<file path="src/rtl/core/mfrc_pkg.sv">
// Package with the types, codes and constants of the meter frame receive check.
package mfrc_pkg;

  localparam int MAX_FRAME = 256;
  localparam int COUNT_W   = $clog2(MAX_FRAME + 2);
  localparam int MIN_FRAME = 10;

  localparam logic [7:0] START_MARK = 8'h68;
  localparam logic [7:0] END_MARK   = 8'h16;
  localparam logic [7:0] WILD_BYTE  = 8'hAA;
  localparam logic [7:0] BCAST_BYTE = 8'h99;

  localparam int DIR_BIT = 7;
  localparam int ERR_BIT = 6;

  localparam logic REG_OWN_ADDRESS = 1'b0;
  localparam logic REG_SKIP_CHECK  = 1'b1;

  localparam logic [3:0] ST_OK        = 4'd0;
  localparam logic [3:0] ST_NO_START  = 4'd1;
  localparam logic [3:0] ST_SHORT     = 4'd2;
  localparam logic [3:0] ST_HEADER    = 4'd3;
  localparam logic [3:0] ST_ADDRESS   = 4'd4;
  localparam logic [3:0] ST_CHECKSUM  = 4'd5;
  localparam logic [3:0] ST_END       = 4'd6;
  localparam logic [3:0] ST_DIRECTION = 4'd7;
  localparam logic [3:0] ST_ERR_REPLY = 4'd8;
  localparam logic [3:0] ST_TOO_LONG  = 4'd9;

  localparam logic [1:0] KIND_ERROR     = 2'd0;
  localparam logic [1:0] KIND_OWN       = 2'd1;
  localparam logic [1:0] KIND_BROADCAST = 2'd2;
  localparam logic [1:0] KIND_WILDCARD  = 2'd3;

  localparam int M_OWN = 0;
  localparam int M_BC  = 1;
  localparam int M_WC  = 2;
  localparam int M_MIX = 3;

  typedef struct packed {
    logic [7:0] rx_byte;
    logic       last_byte;
  } in_item_t;

  typedef struct packed {
    logic [3:0] status;
    logic [1:0] address_kind;
    logic [7:0] control_code;
    logic [7:0] length_field;
  } out_item_t;

endpackage

</file>
<file path="src/rtl/core/meter_frame_receive_check.sv">
// Top level of the meter frame receive check: byte parser, verdict logic and output queue.
//
//   Channel  Direction  Handshake            Payload
//   in_      input      in_valid, in_stall   in_item  (rx_byte, last_byte)
//   out_     output     out_valid, out_stall out_item (status, kind, control, length)
//   cfg_     input      cfg_wr_en            cfg_index, cfg_wdata
//
// One byte is taken per cycle unless in_stall is high; the frame state updates in
// the same cycle. A verdict is registered in the output register, or in the single skid
// entry when the output is stalled; these two hold verdicts, and in_stall rises only
// when both are full. Reset is synchronous and clears the frame state, the registers
// and the output queue; no clearing pass is needed.
module meter_frame_receive_check (
  input  logic               clk,
  input  logic               rst_n,
  input  logic               in_valid,
  output logic               in_stall,
  input  mfrc_pkg::in_item_t in_item,
  output logic               out_valid,
  input  logic               out_stall,
  output mfrc_pkg::out_item_t out_item,
  input  logic               cfg_wr_en,
  input  logic               cfg_index,
  input  logic [47:0]        cfg_wdata
);
  import mfrc_pkg::*;

  logic [47:0]        own_address_r;
  logic               skip_check_r;
  logic               in_frame_r, in_frame_nxt;
  logic [COUNT_W-1:0] byte_count_r, byte_count_nxt;
  logic [7:0]         running_sum_r, running_sum_nxt;
  logic [7:0]         previous_byte_r, previous_byte_nxt;
  logic               header_ok_r, header_ok_nxt;
  logic [3:0]         match_flags_r, match_flags_nxt;
  logic [7:0]         control_seen_r, control_seen_nxt;
  logic [7:0]         length_seen_r, length_seen_nxt;

  logic               out_valid_r;
  out_item_t          out_item_r;
  logic               skid_valid_r;
  out_item_t          skid_item_r;

  logic               accept;
  logic               produce;
  out_item_t          result;
  logic [7:0]         b;
  logic [7:0]         own_byte;
  logic [7:0]         sum_before_prev;
  logic [1:0]         kind;

  assign accept   = in_valid && !in_stall;
  assign in_stall = skid_valid_r;
  assign b        = in_item.rx_byte;

  always_comb begin
    case (byte_count_r[2:0])
      3'd1: own_byte = own_address_r[47:40];
      3'd2: own_byte = own_address_r[39:32];
      3'd3: own_byte = own_address_r[31:24];
      3'd4: own_byte = own_address_r[23:16];
      3'd5: own_byte = own_address_r[15:8];
      3'd6: own_byte = own_address_r[7:0];
      default: own_byte = 8'd0;
    endcase
  end

  assign sum_before_prev = running_sum_r - previous_byte_r;

  always_comb begin
    in_frame_nxt      = in_frame_r;
    byte_count_nxt    = byte_count_r;
    running_sum_nxt   = running_sum_r;
    previous_byte_nxt = previous_byte_r;
    header_ok_nxt     = header_ok_r;
    match_flags_nxt   = match_flags_r;
    control_seen_nxt  = control_seen_r;
    length_seen_nxt   = length_seen_r;
    produce           = 1'b0;
    result            = '0;
    kind              = KIND_ERROR;

    if (!in_frame_r && b != START_MARK) begin
      if (in_item.last_byte) begin
        produce       = 1'b1;
        result.status = ST_NO_START;
      end
    end else begin
      in_frame_nxt = 1'b1;
      if (byte_count_r inside {[1:6]}) begin
        if (b != own_byte) match_flags_nxt[M_OWN] = 1'b0;
        if (b != BCAST_BYTE) match_flags_nxt[M_BC] = 1'b0;
        if (b != WILD_BYTE) match_flags_nxt[M_WC] = 1'b0;
        if (b != own_byte && b != WILD_BYTE) match_flags_nxt[M_MIX] = 1'b0;
      end else if (byte_count_r == COUNT_W'(7)) begin
        if (b != START_MARK) header_ok_nxt = 1'b0;
      end else if (byte_count_r == COUNT_W'(8)) begin
        control_seen_nxt = b;
      end else if (byte_count_r == COUNT_W'(9)) begin
        length_seen_nxt = b;
      end

      if (byte_count_r < COUNT_W'(MAX_FRAME + 1)) begin
        byte_count_nxt = byte_count_r + COUNT_W'(1);
      end

      if (!in_item.last_byte) begin
        running_sum_nxt   = running_sum_r + b;
        previous_byte_nxt = b;
      end else begin
        produce = 1'b1;
        if (match_flags_nxt[M_OWN]) begin
          kind = KIND_OWN;
        end else if (match_flags_nxt[M_BC]) begin
          kind = KIND_BROADCAST;
        end else if (match_flags_nxt[M_WC] || match_flags_nxt[M_MIX]) begin
          kind = KIND_WILDCARD;
        end

        result.address_kind = kind;
        result.control_code = control_seen_nxt;
        result.length_field = length_seen_nxt;

        if (byte_count_nxt < COUNT_W'(MIN_FRAME)) begin
          result = '0;
          result.status = ST_SHORT;
        end else if (byte_count_nxt > COUNT_W'(MAX_FRAME)) begin
          result.status = ST_TOO_LONG;
        end else if (!header_ok_nxt) begin
          result.status = ST_HEADER;
        end else if (kind == KIND_ERROR && !skip_check_r) begin
          result.status = ST_ADDRESS;
        end else if (sum_before_prev != previous_byte_r) begin
          result.status = ST_CHECKSUM;
        end else if (b != END_MARK) begin
          result.status = ST_END;
        end else if (!control_seen_nxt[DIR_BIT]) begin
          result.status = ST_DIRECTION;
        end else if (control_seen_nxt[ERR_BIT]) begin
          result.status = ST_ERR_REPLY;
        end else begin
          result.status = ST_OK;
        end

        in_frame_nxt      = 1'b0;
        byte_count_nxt    = '0;
        running_sum_nxt   = '0;
        previous_byte_nxt = '0;
        header_ok_nxt     = 1'b1;
        match_flags_nxt   = '1;
        control_seen_nxt  = '0;
        length_seen_nxt   = '0;
      end
    end
  end

  always_ff @(posedge clk) begin
    if (!rst_n) begin
      own_address_r <= '0;
      skip_check_r  <= 1'b0;
    end else if (cfg_wr_en) begin
      case (cfg_index)
        REG_OWN_ADDRESS: own_address_r <= cfg_wdata;
        REG_SKIP_CHECK:  skip_check_r  <= cfg_wdata[0];
        default: ;
      endcase
    end
  end

  always_ff @(posedge clk) begin
    if (!rst_n) begin
      in_frame_r      <= 1'b0;
      byte_count_r    <= '0;
      running_sum_r   <= '0;
      previous_byte_r <= '0;
      header_ok_r     <= 1'b1;
      match_flags_r   <= '1;
      control_seen_r  <= '0;
      length_seen_r   <= '0;
    end else if (accept) begin
      in_frame_r      <= in_frame_nxt;
      byte_count_r    <= byte_count_nxt;
      running_sum_r   <= running_sum_nxt;
      previous_byte_r <= previous_byte_nxt;
      header_ok_r     <= header_ok_nxt;
      match_flags_r   <= match_flags_nxt;
      control_seen_r  <= control_seen_nxt;
      length_seen_r   <= length_seen_nxt;
    end
  end

  always_ff @(posedge clk) begin
    if (!rst_n) begin
      out_valid_r  <= 1'b0;
      skid_valid_r <= 1'b0;
    end else if (!out_valid_r || !out_stall) begin
      if (skid_valid_r) begin
        out_valid_r  <= 1'b1;
        skid_valid_r <= 1'b0;
      end else begin
        out_valid_r <= accept && produce;
      end
    end else if (accept && produce) begin
      skid_valid_r <= 1'b1;
    end
  end

  always_ff @(posedge clk) begin
    if (!out_valid_r || !out_stall) begin
      if (skid_valid_r) begin
        out_item_r <= skid_item_r;
      end else if (accept && produce) begin
        out_item_r <= result;
      end
    end else if (accept && produce) begin
      skid_item_r <= result;
    end
  end

  assign out_valid = out_valid_r;
  assign out_item  = out_item_r;

endmodule

</file>
<file path="config.mk">
export PLATFORM = sky130hd
export DESIGN_NAME = meter_frame_receive_check
export DESIGN_NICKNAME = d
export VERILOG_FILES = /design/src/rtl/core/mfrc_pkg.sv /design/src/rtl/core/meter_frame_receive_check.sv
export SDC_FILE = /design/constraint.sdc
export NUM_CORES = 1
export LEC_CHECK = 0
export CORE_UTILIZATION = 61
export CTS_BUF_LIST = sky130_fd_sc_hd__clkbuf_2
export DETAILED_ROUTE_END_ITERATION = 8
export DONT_BUFFER_PORTS = 1
export PLACE_DENSITY = 0.77
export SYNTH_ARGS = -nofsm -noshare
export SYNTH_HDL_FRONTEND = slang
export SYNTH_SLANG_ARGS = --single-unit
</file>
<file path="constraint.sdc">
create_clock -name clk -period 3.74 [get_ports clk]
set_clock_uncertainty 0.2 [all_clocks]
set_input_delay 0.374 -clock clk [delete_from_list [all_inputs] [get_ports clk]]
set_output_delay 0.374 -clock clk [all_outputs]
set_load 0.05 [all_outputs]
</file>
Yosys cells after proc, flatten, opt, wreduce, memory -nomap -nowiden
Index checks and enable logic that the tools add are counted.

Register bits: 142. Input bits: 63. Output and inout port bits: 24.

Add/sub/neg operators: 3. Order comparisons: 5. Equal/unequal tests: 15. Muxes and demuxes: 51. Bitwise logic cells: 4. Reduce and logical (&&, ||, !) cells: 21.

Operators by type and width (count): 8-bit two-way mux (12); 22-bit two-way mux (3); 4-bit two-way mux (12); 8-bit one-hot mux with 6 select lines (1); 18-bit two-way mux (2); 9-bit two-way mux (3); 9-bit by 4-bit == test with 1-bit output, second input constant (2); 8-bit inequality test (2); 8-bit inequality test, second input constant (2); 1-bit two-way mux (13); 2-bit two-way mux (5); 2-bit AND reduction (5); 9-bit by 1-bit adder with 9-bit output, second input constant (1); 3-bit == test, second input constant (3); 9-bit by 3-bit == test with 1-bit output, second input constant (1); 9-bit by 1-bit greater-or-equal comparator with 1-bit output, second input constant (1); 9-bit > comparator, second input constant (1); 9-bit by 3-bit <= comparator with 1-bit output, second input constant (1); 9-bit by 4-bit < comparator with 1-bit output, second input constant (1); 9-bit < comparator, second input constant (1); 8-bit adder (1); 8-bit by 5-bit inequality test with 1-bit output, second input constant (1); 8-bit by 7-bit inequality test with 1-bit output, second input constant (1); 8-bit subtractor (1); 9 further kinds (23).

Longest topological paths before layout
Gate-level depths: netlist of the first run.

Depth in word-level cells: 23. Gate-level depth with buffers: 12.

Worst setup path after synthesis of the first run
No wires, ideal clock.

Path type: register to register. Start point: reg byte_count_r[2]. End point: reg out_item_r (netlist bit out_item[20]), data pin. Setup time: 0.257 ns. Arrival: 2.940 ns. Data required time: 3.283 ns. Slack: 0.343 ns. Cell stages (with the launch flop): 13. Period minus slack after synthesis: 3.397 ns. Cells stage by stage: dfxtp_1 -> buf_2 -> inv_2 -> ha_1 -> buf_1 -> and2_1 -> a221o_1 -> or3_1 -> a2111oi_4 -> a211oi_1 -> o221ai_2 -> nand3b_1 -> a32o_1.

Cells in the longest elaborated chain, start to end: 23. Elaborated cells on any way between the ends: 50.

RTL lines: from (decl) (line meter_frame_receive_check.sv:31) `logic [COUNT_W-1:0] byte_count_r, byte_count_nxt;`; from (signal assigned) (line meter_frame_receive_check.sv:182) `byte_count_r <= byte_count_nxt;`; 3-bit == test (tied with other cells) (line meter_frame_receive_check.sv:57) `case (byte_count_r[2:0])`; 8-bit one-hot mux with 6 select lines (line meter_frame_receive_check.sv:57); 8-bit inequality test (line meter_frame_receive_check.sv:91, meter_frame_receive_check.sv:94); 1-bit logical AND (line meter_frame_receive_check.sv:94) `if (b != own_byte && b != WILD_BYTE) match_flags_nxt[M_MIX] = 1'b0;`; 1-bit two-way mux (line meter_frame_receive_check.sv:94); 4-bit two-way mux (line meter_frame_receive_check.sv:90) `if (byte_count_r inside {[1:6]}) begin`; 4-bit two-way mux (line meter_frame_receive_check.sv:83) `if (!in_frame_r && b != START_MARK) begin`; 1-bit logical OR (line meter_frame_receive_check.sv:116) `end else if (match_flags_nxt[M_WC] || match_flags_nxt[M_MIX]) begin`; [7 not listed]; 4-bit two-way mux (line meter_frame_receive_check.sv:131) `end else if (kind == KIND_ERROR && !skip_check_r) begin`; 4-bit two-way mux (line meter_frame_receive_check.sv:129) `end else if (!header_ok_nxt) begin`; 4-bit two-way mux (line meter_frame_receive_check.sv:127) `end else if (byte_count_nxt > COUNT_W'(MAX_FRAME)) begin`; 4-bit two-way mux (*) (line meter_frame_receive_check.sv:124) `if (byte_count_nxt < COUNT_W'(MIN_FRAME)) begin`; 22-bit two-way mux (*) (line meter_frame_receive_check.sv:107) `if (!in_item.last_byte) begin`; 4-bit two-way mux (*) (line meter_frame_receive_check.sv:83); 22-bit two-way mux (*) (line meter_frame_receive_check.sv:212) `end else if (accept && produce) begin`; 22-bit two-way mux (*) (line meter_frame_receive_check.sv:210) `if (skid_valid_r) begin`; to (signal assigned) (line meter_frame_receive_check.sv:211) `out_item_r <= skid_item_r;`; to (signal assigned) (line meter_frame_receive_check.sv:213) `out_item_r <= result;`; to (decl) (line meter_frame_receive_check.sv:40) `out_item_t out_item_r;`.

Mark *: on every way between the ends. The rest lies on a longest branch, timed or not. The select of a mux whose other input is x is not followed. A chain may end at the register's enable or synchronous reset.

==> results of run 1 <==
-- final timing paths --
path                      endpoint  cells after the start
setup / recovery      out_item[18]                     11
hold / removal        out_item[20]                      5
setup reg to reg      out_item[18]                     11
hold reg to reg   match_flags_r[3]                      2
-- sequential cells by signal, indices dropped and copies added (netlist names) --
name,count
byte_count_r,9
control_seen_r,8
header_ok_r,1
in_frame_r,1
in_stall,1
length_seen_r,8
match_flags_r,4
out_item,22
out_valid,1
own_address_r,48
previous_byte_r,7
running_sum_r,8
skid_item_r,22
skip_check_r,1
-- worst max-delay path: cells and delay by family, from the launching register on --
family	cells	cell delay, ps
AO/OA/AOI/OAI	6	1700
adder cells (fa/ha/maj)	1	270
buffers and inverters	2	330
flip-flops	1	490
multiplexers	1	280
AND/OR/NAND/NOR	1	150
-- cells by family after synthesis --
family          Yosys count  share of synthesized area (%)
compound gates          211                           21.2
xor+xnor                 17                           2.00
fa+ha+maj                21                           3.73
buf+inv                  75                           4.02
flops                   141                           43.8
mux                      29                           4.03
simple gates            327                           21.1
-- repair_timing --
item | 4_1_cts | 5_1_grt
resized for setup | 0 | 6
endpoints found under the hold margin | 179 | 1
endpoints found under the setup margin | 0 | 9
hold buffers | 176 | 1
setup buffers | 0 | 2
-- final cells by class --
type / count / area [um^2]
repair buffers: 197 / 1950
diodes: 1 / 2.50
multi-input cells: 605 / 3920
fillers: 577 / 1980
well taps: 143 / 179
inverters: 22 / 82.6
clock buffers: 17 / 85.1
flip-flops and latches: 141 / 3270
clock inverters: 15 / 201
-- synth_stat cells (all sizes together) (3+ instances only) --
master | instances | area, um^2
a22oi | 26 | 195
a22o | 4 | 35.0
and2 | 12 | 76.3
xnor2 | 11 | 96.3
nor3 | 9 | 45.0
xor2 | 6 | 52.6
o31ai | 19 | 143
a32o | 4 | 40.0
o21a | 4 | 30.0
o21bai | 4 | 30.0
dfxtp | 97 | 1940
mux2i | 21 | 210
o21ai | 23 | 115
nand2b | 7 | 43.8
buf | 15 | 73.8
o211a | 5 | 50.1
nand3b | 7 | 52.6
nor3b | 5 | 37.5
inv | 22 | 82.6
or2 | 3 | 18.8
nand3 | 8 | 40.0
nor2b | 41 | 257
a221oi | 7 | 73.8
a21oi | 20 | 100
ha | 19 | 238
a211oi | 3 | 27.5
o21ba | 4 | 40.0
clkbuf | 38 | 143
o22ai | 6 | 37.5
mux2 | 8 | 90.1
nand2 | 167 | 627
a21boi | 60 | 454
a31oi | 5 | 31.3
nor2 | 40 | 158
nor4 | 8 | 50.1
edfxtp | 44 | 1320
or3 | 4 | 30.0
-- stage by stage --
| step | worst slack, ps | hold slack [ps] | instance area, um^2 | power [mW] |
|---|---|---|---|---|
| after global routing | 5.74 | 8.26 | 9680 | 3.11 |
| final | 115 | 13.3 | 9680 | 3.03 |
| after global placement | 287 | 250 | 7550 | 1.82 |
| after floorplan | 343 | 239 | 7440 | 1.81 |
| after CTS | 64.4 | 4.73 | 9630 | 2.97 |
| after detailed placement | 162 | 254 | 7550 | 1.82 |
-- routing by layer --
layer	up-vias	wire length (um)	GRT usage [%]
met3	117	2040	9.83
met2	447	11300	65.0
met4	0	1380	21.2
li1	3249	-	-
met5	-	0	0
met1	3386	8800	43.9
-- where the power goes --
| part | total [mW] | internal, mW | switching, mW |
|---|---|---|---|
| clock network | 1.06 | 0.492 | 0.569 |
| registers | 1.68 | 1.61 | 0.0634 |
| logic | 0.295 | 0.160 | 0.135 |
==> out/qor.txt, run 1 <==
CP endpoint kind: flip-flop
Root Buffer: clkbuf_2
Final wirelength: 23.5 mm
Layout cell share with drive strength beyond 1: 8.02%
Grt total ovfl: 0
Chip height: 112 um
Max-slew violations: 0
Leakage: 3.40 nW
Routability cong.: 0.925
CP Max Fanout: 8
PortBufs: 0
Status: completed
CP Launch Type: flip-flop
Vias per cell: 6.31
Synthesized net count: 905
CP startpoint: byte_count_r[0]
Worst R2R Start: byte_count_r[0]
Avg Inst Size Synth: 9.07 um^2
Max_cap viols: 0
Synth warn: 0
CTS max path bufs: 2
Slew @ Worst Pin: 605 ps
Gr usage total: 38.2%
Fin cells: 1141
Critical hold path startpoint: in_item[2]
Unrepaired setup endpoints after global routing: no
H-tree depth: 4
Commonest non-fill, non-tap cell in the layout: dlygate4sd3_1
Fmax: 276 MHz
Cells along the critical path: inv_1, ha_2, buf_4, a22oi_1, o22ai_1, a221oi_1, nor4_2, a211oi_1, o221ai_2, a221o_1, mux2_2
Syn Std Cell Area: 0.00744 mm^2
Critical path class: reg2reg
DRT antenna net count: 0
TritonCTS buffer count: 17
Die Area: 0.0126 mm^2
Synth cell types: 78
Site Rows: 39
Initial core utilization: 63.8%
Fin nets: 1068
R2R Setup Slk: 120 ps
Async S/R FF share, synth: 0%
Pwr Density: 313 mW/mm^2
First-pass GRT wire length: 37.1 mm
Post-synth EDFFs: 44
Die width: 112 um
Most frequent cells in the layout: dlygate4sd3_1 (175), nand2_1 (167), dfxtp_1 (95), a21boi_0 (58), edfxtp_1 (44)
# DRC: 0
HPWL after DPL: 12.6 mm
Largest net degree at the start of global routing: 98
Area Overhead vs Synth: 30.1%
Critical path's largest stage delay: 490 ps
Final setup fails: 0
CP max stage cell: dfxtp_1
Post-layout min period: 3620 ps
Clock sink count: 141
Synthesized flop and latch total: 141
Worst rel slew slack: 59.5%
CP Data Required Time: 4060 ps
WL per Instance: 20.6 um
# IOs: 87
Register area share after synthesis: 43.8%
Initial drt markers: 846
Util after Layout: 83.0%
Final period util: 96.9%
Core region area: 0.0117 mm^2
Number of global-route vias before repair: 7228
Fin Setup TNS: 0 ps
Top_reg_cell synth: dfxtp_1
Mapped Cells: 821
Placed cells: 929
Clock tree from TritonCTS: done
DRT Pass-1 Iters: 6
Clock-pin transition on the worst setup and hold timing paths: 200 ps
HP Class: in2reg
Final hold vios: 0
Worst skew pair latency: 770 ps
CP arrival: 3940 ps
Antenna violations before repair: 1
Vias post-DR: 7199
Maximum vdd drop: 0.335 mV
Power figures use the tool's default switching activity.
==> run 2: changes to the inputs <==
Settings changed: CORE_ASPECT_RATIO from default to 1.25, HOLD_SLACK_MARGIN from default to 0.15.
==> out/qor.txt, run 2 (synthesis gave the netlist of run 1 again) <==
Hold slack: 222 ps (+209 ps)
Gr usage total: 40.5% (+2.3 points)
CP arrival: 4150 ps (+210 ps)
Final period util: 99.9% (+3.0 points)
Post-layout min period: 3740 ps (+113 ps)
Fin nets: 1082 (+1.3%)
Sw Ratio: 27.4% (+2.1 points)
CP Data Required Time: 4150 ps (+90 ps)
Layout fillers: 628 (+8.8%)
Site Rows: 44 (+13%)
Largest net degree at the start of global routing: 98 (unchanged)
First-pass GRT wire length: 39.1 mm (+5.3%)
Root Buffer: clkbuf_2
HP Class: in2reg
Slew @ Worst Pin: 675 ps (+70.0 ps)
Max_cap viols: 0 (unchanged)
CP endpoint kind: flip-flop
Pwr Density: 304 mW/mm^2 (-2.9%)
FF/Latch Area: 0.00327 mm^2 (unchanged)
TritonCTS buffer count: 17 (unchanged)
DRT antenna net count: 0 (unchanged)
CP Buf/Inv Count: 4 (+2)
Leakage: 3.46 nW (+1.7%)
Clock sink count: 141 (unchanged)
Maximum vdd drop: 0.273 mV (-19%)
Reg power frac: 56.2% (+0.9 points)
Area Overhead vs Synth: 31.8%
Biggest register: own_address_r
Initial core utilization: 63.5% (-0.35 points)
Final setup fails: 0 (unchanged)
Int Power: 2.17 mW (-4.3%)
Routability cong.: 0.933 (+0.88%)
Combinational power share: 10.3% (+0.6 points)
Post-route setup slack: 2.27 ps (-113 ps)
Commonest non-fill, non-tap cell in the layout: dlygate4sd3_1
Cells along the critical path: dlygate4sd3_1, and4b_1, o211ai_1, or2_2, dlygate4sd3_1, o22ai_1, dlygate4sd3_1, nand2_1, dlygate4sd3_1
H-tree depth: 4 (unchanged)
CP Launch Type: input port
Worst skew pair latency: 720 ps (-50 ps)
Worst rel slew slack: 54.7% (-4.8 points)
DRT Pass-1 Iters: 7 (+1)
Grt total ovfl: 0 (unchanged)
Chip height: 126 um (+12%)
PortBufs: 0 (unchanged)
CP max stage cell: dlygate4sd3_1
Die width: 101 um (-10%)
Initial drt markers: 697 (-18%)
Vias per cell: 6.32 (+0.20%)
Util after Layout: 83.7% (+0.63 points)
Switching Power: 817 uW (+6.3%)
Vias post-DR: 7416 (+3.0%)
Critical path class: in2reg
Footprint of the multi-input gates: 0.00390 mm^2 (-0.42%)
Placed cells: 948 (+2.0%)
Max reg flops: 48 (unchanged)
HPWL after DPL: 12.6 mm (+0.51%)
Cell class contributing the biggest share of worst-path delay: buffers and inverters
Critical path's largest stage delay: 750 ps (+260 ps)
Clock power frac: 33.4% (-1.6 points)
Final hold vios: 0 (unchanged)
Clock-pin transition on the worst setup and hold timing paths: 220 ps (+20 ps)
WL per Instance: 21.0 um (+2.0%)
CTS max path bufs: 2 (unchanged)
Fin cells: 1173 (+2.8%)
Most frequent cells in the layout: dlygate4sd3_1 (188), nand2_1 (167), dfxtp_1 (95), a21boi_0 (58), edfxtp_1 (44)
Core region area: 0.0117 mm^2 (+0.55%)
Number of global-route vias before repair: 7549 (+4.4%)
Status: completed
Antenna violations before repair: 2 (+1)
Clock tree from TritonCTS: done
Max-slew violations: 0 (unchanged)
# DRC: 0 (unchanged)
Layout cell share with drive strength beyond 1: 8.11% (+0.087 points)
Die Area: 0.0127 mm^2 (about the same)
DP Worst Slack: 171 ps (+9.36 ps)
Fmax: 268 MHz (-3.0%)
Final wirelength: 24.6 mm (+4.8%)
CP Max Fanout: 9 (+1)
# IOs: 87 (unchanged)
Most frequent CP cell: dlygate4sd3_1
run 2: cell types whose count changed in the layout (fill, tap and decap cells not counted), sizes merged:
cell / before / now
buf: 22 / 23
bufinv: 5 / 3
dlygate4sd3: 175 / 188
inv: 22 / 27
clkinvlp: 2 / 0
clkinv: 8 / 7
run 2: repair_timing:
action / CTS / global route
endpoints found under the hold margin: 182 / 0
setup endpoints to repair: 0 / 6
resized for setup: 0 / 3
hold buffers: 190 / 0
setup buffers: 0 / 2
run 2: layout make-up:
class | count | area share [%]
Multi-Input combinational cell | 605 | 39.8
Sequential cell | 141 | 33.3
Timing Repair Buffer | 211 | 21.3
Tap cell | 161 | 2.05
Clock inverter | 15 | 1.87
Clock buffer | 17 | 0.867
Inverter | 22 | 0.842
Antenna cell | 1 | 0.0255
run 2: per-stage QoR:
step	total power [mW]	cell area [um^2]	TNS, ps
detailed placement	1.82	7580	0
finish	2.98	9810	0
floorplan	1.81	7440	0
CTS	2.94	9780	0
global placement	1.81	7580	0
global route	3.07	9810	-32.9
run 2: final timing paths:
check | cells after the start | end | slack (ps) | start
setup / recovery | 9 | match_flags_r[1] | 2 | in_item[2]
hold / removal | 3 | in_stall | 220 | out_stall
setup reg to reg | 10 | out_item[18] | 60 | byte_count_r[1]
hold reg to reg | 2 | previous_byte_r[2] | 280 | previous_byte_r[2]
run 2: layer usage:
metal,wire length (um),vias to the layer above,track usage (%),share of wire [%]
met2,12200,486,68.9,50
met1,8620,3484,44.0,35
met3,2010,165,10.2,8.2
li1,-,3279,-,-
met4,1780,2,27.0,7.2
met5,18,-,0,0.073
run 2: power by group through the flow:
stage	Clock, mW	Combinational [mW]	Sequential (mW)
2_1_floorplan	0	0.116	1.69
3_3_place_gp	0	0.113	1.70
3_5_place_dp	0	0.118	1.70
4_1_cts	0.989	0.277	1.67
5_1_grt	1.07	0.325	1.68
6_report	0.998	0.308	1.68
run 2: worst min-delay path: cells and delay by family:
family	cells	cell delay (ps)
buffers and inverters	1	570
and+or+nand+nor	2	190
